## config.mk

```make
export PLATFORM = sky130hd
export DESIGN_NAME = bblp_ctrl
export DESIGN_NICKNAME = d
export VERILOG_FILES = /design/src/design/bblp_pkg.sv /design/src/design/bblp_ctrl.sv
export SDC_FILE = /design/constraint.sdc
export NUM_CORES = 1
export LEC_CHECK = 0
export BUFFER_PORTS_ARGS = -buffer_cell sky130_fd_sc_hd__buf_4
export CORE_UTILIZATION = 55
export DETAILED_ROUTE_END_ITERATION = 10
export GPL_TIMING_DRIVEN = 0
export PLACE_DENSITY = 0.78
export SLEW_MARGIN = 10
export SYNTH_ARGS = -nofsm -noshare
export SYNTH_HDL_FRONTEND = slang
export SYNTH_SLANG_ARGS = --single-unit
```

## constraint.sdc

```tcl
create_clock -name clk -period 2.6 [get_ports clk]
set_input_delay 0.26 -clock clk [delete_from_list [all_inputs] [get_ports clk]]
set_output_delay 0.26 -clock clk [all_outputs]
set_load 0.005 [all_outputs]
```

## src/design/bblp_pkg.sv

```systemverilog
// ----------------------------------------------------------------------------
// bblp_pkg
// Shared constants, codes and the command and status structures of the
// bouncing ball position block.
// ----------------------------------------------------------------------------
package bblp_pkg;

  localparam int MAX_BALLS = 16;
  localparam int BALL_W    = 4;
  localparam int MAX_LEDS  = 1024;

  localparam logic [15:0] DAMP_BASE   = 16'd58982;
  localparam logic [31:0] SPEED_MIN   = 32'd656;
  localparam logic [42:0] TIME_SCALE  = 43'd2000;

  // The height divisor of two million is split into a shift by seven and a
  // divide by 15625, done by a reciprocal that is exact below 2^30.
  localparam logic [13:0] HEIGHT_DIV    = 14'd15625;
  localparam logic [30:0] HEIGHT_RECIP  = 31'd1125899907;
  localparam logic [2:0]  HEIGHT_DIGITS = 3'd4;

  localparam logic REQ_START = 1'b0;
  localparam logic REQ_FRAME = 1'b1;

  typedef enum logic [2:0] {
    REG_GRAVITY        = 3'd0,
    REG_START_HEIGHT   = 3'd1,
    REG_START_VELOCITY = 3'd2,
    REG_STRIP_LENGTH   = 3'd3,
    REG_BALLS_IN_USE   = 3'd4
  } reg_index_t;

  typedef enum logic [3:0] {
    OP_NONE,
    OP_LATCH,
    OP_DAMP_DIV,
    OP_DAMP_WR,
    OP_INNER,
    OP_SUM,
    OP_BOUNCE,
    OP_ZERO,
    OP_FULL,
    OP_MULLO,
    OP_MULHI,
    OP_HDIV,
    OP_SCALE,
    OP_PDIV,
    OP_POS,
    OP_EMIT
  } op_t;

  typedef struct packed {
    op_t op;
  } cmd_t;

  typedef struct packed {
    logic req_type;
    logic n_zero;
    logic last;
    logic div_busy;
    logic t_zero;
    logic inner_neg;
    logic inner_pos;
    logic ovf;
    logic h_ge_s;
    logic out_free;
  } sts_t;

endpackage

```

## src/design/bblp_ctrl.sv

```systemverilog
// ----------------------------------------------------------------------------
// bblp_ctrl
// Sequencer that walks the balls of a start or frame word through the
// datapath steps.
// ----------------------------------------------------------------------------
module bblp_ctrl import bblp_pkg::*; (
  input  logic clk,
  input  logic rst,
  input  logic in_valid,
  output logic in_ready,
  input  sts_t sts,
  output cmd_t cmd
);

  typedef enum logic [12:0] {
    ST_IDLE     = 13'b0000000000001,
    ST_DISPATCH = 13'b0000000000010,
    ST_S_LAUNCH = 13'b0000000000100,
    ST_S_WAIT   = 13'b0000000001000,
    ST_F_INNER  = 13'b0000000010000,
    ST_F_SUM    = 13'b0000000100000,
    ST_F_DECIDE = 13'b0000001000000,
    ST_F_MULHI  = 13'b0000010000000,
    ST_F_CHK    = 13'b0000100000000,
    ST_F_HWAIT  = 13'b0001000000000,
    ST_F_PDIV   = 13'b0010000000000,
    ST_F_PWAIT  = 13'b0100000000000,
    ST_F_EMIT   = 13'b1000000000000
  } state_t;

  state_t state;
  state_t state_next;

  assign in_ready = state == ST_IDLE;

  always_comb begin
    state_next = state;
    cmd.op     = OP_NONE;
    case (state)
      ST_IDLE: begin
        if (in_valid) begin
          cmd.op     = OP_LATCH;
          state_next = ST_DISPATCH;
        end
      end
      ST_DISPATCH: begin
        if (sts.n_zero) begin
          state_next = ST_IDLE;
        end else if (sts.req_type == REQ_START) begin
          state_next = ST_S_LAUNCH;
        end else begin
          state_next = ST_F_INNER;
        end
      end
      ST_S_LAUNCH: begin
        cmd.op     = OP_DAMP_DIV;
        state_next = ST_S_WAIT;
      end
      ST_S_WAIT: begin
        if (!sts.div_busy) begin
          cmd.op     = OP_DAMP_WR;
          state_next = sts.last ? ST_IDLE : ST_S_LAUNCH;
        end
      end
      ST_F_INNER: begin
        cmd.op     = OP_INNER;
        state_next = ST_F_SUM;
      end
      ST_F_SUM: begin
        cmd.op     = OP_SUM;
        state_next = ST_F_DECIDE;
      end
      ST_F_DECIDE: begin
        if (!sts.t_zero && sts.inner_neg) begin
          cmd.op     = OP_BOUNCE;
          state_next = ST_F_EMIT;
        end else if (sts.t_zero || !sts.inner_pos) begin
          cmd.op     = OP_ZERO;
          state_next = ST_F_EMIT;
        end else begin
          cmd.op     = OP_MULLO;
          state_next = ST_F_MULHI;
        end
      end
      ST_F_MULHI: begin
        cmd.op     = OP_MULHI;
        state_next = ST_F_CHK;
      end
      ST_F_CHK: begin
        if (sts.ovf) begin
          cmd.op     = OP_FULL;
          state_next = ST_F_EMIT;
        end else begin
          cmd.op     = OP_HDIV;
          state_next = ST_F_HWAIT;
        end
      end
      ST_F_HWAIT: begin
        if (!sts.div_busy) begin
          if (sts.h_ge_s) begin
            cmd.op     = OP_FULL;
            state_next = ST_F_EMIT;
          end else begin
            cmd.op     = OP_SCALE;
            state_next = ST_F_PDIV;
          end
        end
      end
      ST_F_PDIV: begin
        cmd.op     = OP_PDIV;
        state_next = ST_F_PWAIT;
      end
      ST_F_PWAIT: begin
        if (!sts.div_busy) begin
          cmd.op     = OP_POS;
          state_next = ST_F_EMIT;
        end
      end
      ST_F_EMIT: begin
        if (sts.out_free) begin
          cmd.op     = OP_EMIT;
          state_next = sts.last ? ST_IDLE : ST_F_INNER;
        end
      end
      default: state_next = ST_IDLE;
    endcase
  end

  always_ff @(posedge clk) begin
    if (rst) begin
      state <= ST_IDLE;
    end else begin
      state <= state_next;
    end
  end

  a_emit_free: assert property (@(posedge clk) disable iff (rst)
    cmd.op == OP_EMIT |-> sts.out_free)
    else $error("position word loaded over an untaken word");

  a_div_idle: assert property (@(posedge clk) disable iff (rst)
    (cmd.op == OP_DAMP_DIV || cmd.op == OP_HDIV || cmd.op == OP_PDIV) |-> !sts.div_busy)
    else $error("divider restarted while busy");

  a_accept: assert property (@(posedge clk) disable iff (rst)
    (in_valid && in_ready) |=> state == ST_DISPATCH)
    else $error("accepted word not dispatched");

endmodule

```

==> out/metrics.yaml <==
placement:
  dp_hpwl_mm: 2.05
  port-buffer-count: 17
  place_congestion: 0.948
  place_inst: 179
synth:
  ys_warn_count: 0
  synth_largest_area_cell: "dfxtp_1"
  synth_edf_count: 0
  syn_area_mm2: 0.00107
  yosysTopAreaCellShare: 0.244
  synthCells: 137
  syn_nets: 150
  avgSynthCellArea_um2: 7.80
  seq_area_frac_synth: 0.244
  async_flop_share: 0
  ys_types: 44
  synth_ff_type: "dfxtp_1"
  synth_seq_cells: 13
  ys_top_cells_by_area: "dfxtp_1, nor4_4, nor2_1, nand4_1, a21oi_1"
floorplan:
  initial_utilization: 0.606
  die_area_mm2: 0.00212
  rows: 15
  ios: 18
  die_y_um: 46.1
  fp.dieW_um: 46.1
  core_mm2: 0.00176
status:
  status: "finished clean"
global_route:
  grt_max_degree: 11
  grt_pass1_wl_mm: 4.26
  overflow: 0
  grt_pass1_vias: 998
  grt_antenna_before_repair: 0
  grtUsageTotal: 0.276
detailed_routing:
  wirelength_mm: 2.76
  drtIter0Drc: 65
  post_drt_via_cell_ratio: 6.23
  ant_nets: 0
  drc: 0
  wl_per_cell_um: 14.8
  num_vias: 1159
  firstDrtPassIters: 4
power:
  worst_ir_drop_vdd_uv: 263
  p_per_area_mw_per_mm2: 390
  leakagePower_uw: 0.000517
sta:
  period_share: 0.978
  holdWs_ns: 0.144
  skew_ns: 0.00189
  fin_crit_ns: 2.54
  hold_viol: 0
  slew_viol_final: 0
  finalSetupViolations: 0
  slew-limit-headroom: 0.601
  fmax_mhz: 393
  worst_slew_pin_slew_ns: 0.596
  rsz0062_at_grt: "true"
clock_tree:
  cts-root-buf: "clkbuf_4"
  htreeDepth: 1
  clockBufferDepth: 2
  tritoncts: "built"
  numCtsBuffers: 3
  clk_latency_ns: 0.29
  cts.sink_count: 13
  clk_pin_slew_worst_paths_ns: 0.08
final_layout:
  layoutNonFillerInstCount: 186
  reg_top3: "state (13)"
  syn_to_final_growth_pct: 19.9
  nets: 175
  largest_register_ffs: 13
  antenna_cells: 0
  top_register: "state"
  drive_gt1_frac: 0.255
setup_path:
  critPathArrivalTime_ns: 2.28
  reg2reg_slack_ns: 0.45
  path_class: "reg -> out"
  cp_max_fo: 9
  start_kind: "register"
  end_kind: "output port"
  cp.required_ns: 2.34
min_path:
  hold_path_class: "in -> reg"
job:
  maxCapViolations: 0
[synth_stat cells, types with 5 or more instances]
master	n
o21ai_0	6
a21oi_1	8
nor2_1	16
nor3_1	5
nand3_1	6
dfxtp_1	13
buf_2	7
nand4_1	7
nand2_1	5
[cells in the final DEF (no fill, tap or decap), types with 2 or more instances in the layout]
master     n
a21oi_1    8
nor4_4     3
nand4b_1   2
nor2_1    16
nor3_1     4
nand2_1    5
o32a_1     2
nor4b_1    4
nor4_1     4
clkbuf_1   3
nand3b_1   4
o21ai_0    6
buf_2      7
clkbuf_4   3
buf_4     21
dfxtp_1   13
a21o_1     2
xor2_1     4
o31ai_1    2
nand4_1    7
nand3_1    6
nor2b_1    4
nand2b_1   3
or3_1      4
inv_1      3
[metal layers]
metal  up-vias  GRT usage  wire length [um]
met5         -          0                 0
met4         0     0.0882                34
met3         5     0.0353               189
met2        48      0.468              1370
met1       533      0.359              1170
li1        573          -                 -
[final cells by class]
cell class | instances | area, um2
Multi-Input combinational cell | 110 | 747
Timing Repair Buffer | 20 | 150
Buffer | 11 | 55.1
Clock buffer | 4 | 26.3
Inverter | 3 | 11.3
Fill cell | 164 | 483
Sequential cell | 13 | 260
Tap cell | 25 | 31.3
[cell families (layout without fill, tap and decap cells)]
family          count (synthesis)  in the layout  share of synthesized area
buf+inv                        14             38                     0.0621
compound gates                 31             31                      0.207
flops                          13             13                      0.244
xor+xnor                        4              4                     0.0328
simple gates                   75             75                      0.454
[what timing repair did]
action                                  CTS  global route
endpoints found under the setup margin    1             3
cloned                                    0             0
setup buffers                             1             2
gates resized for setup                   0             1
hold buffers                              0             0
pin swaps                                 1             1
[critical path, cell delays in order, from the launching register on]
cell	delay, ns
dfxtp_1	0.30
clkbuf_1	0.22
nor4_4	0.25
buf_4	0.19
nand2_2	0.11
or4b_4	0.54
o41a_1	0.14
o311ai_1	0.09
buf_4	0.15
[per-stage QoR]
| step | setup slack, ns | cell area, um2 | total power, uW | TNS [ns] | util |
|---|---|---|---|---|---|
| final | 0.0567 | 1280 | 499 | 0 | 0.726 |
| after global routing | -0.0425 | 1280 | 519 | -0.0425 | 0.726 |
| after CTS | 0.0628 | 1260 | 488 | 0 | 0.715 |
| after detailed placement | 0.301 | 1230 | 359 | 0 | 0.696 |
| after global placement | 0.316 | 1230 | 356 | 0 | 0.696 |
| after floorplan | 0.669 | 1070 | 308 | 0 | - |
[final timing paths]
check            start         to  depth (start not counted)
max           state[3]     cmd[2]                          8
min             sts[1]  state[10]                          2
max reg2reg  state[11]   state[2]                          7
min reg2reg   state[6]   state[6]                          2
[where the power goes]
part / internal (uW) / switching [uW]
sequential: 206 / 13.5
clock: 59.7 / 73.4
combinational: 72.4 / 74.5
total: 338 / 161
Note: power is estimated with default switching activity, not from simulation.
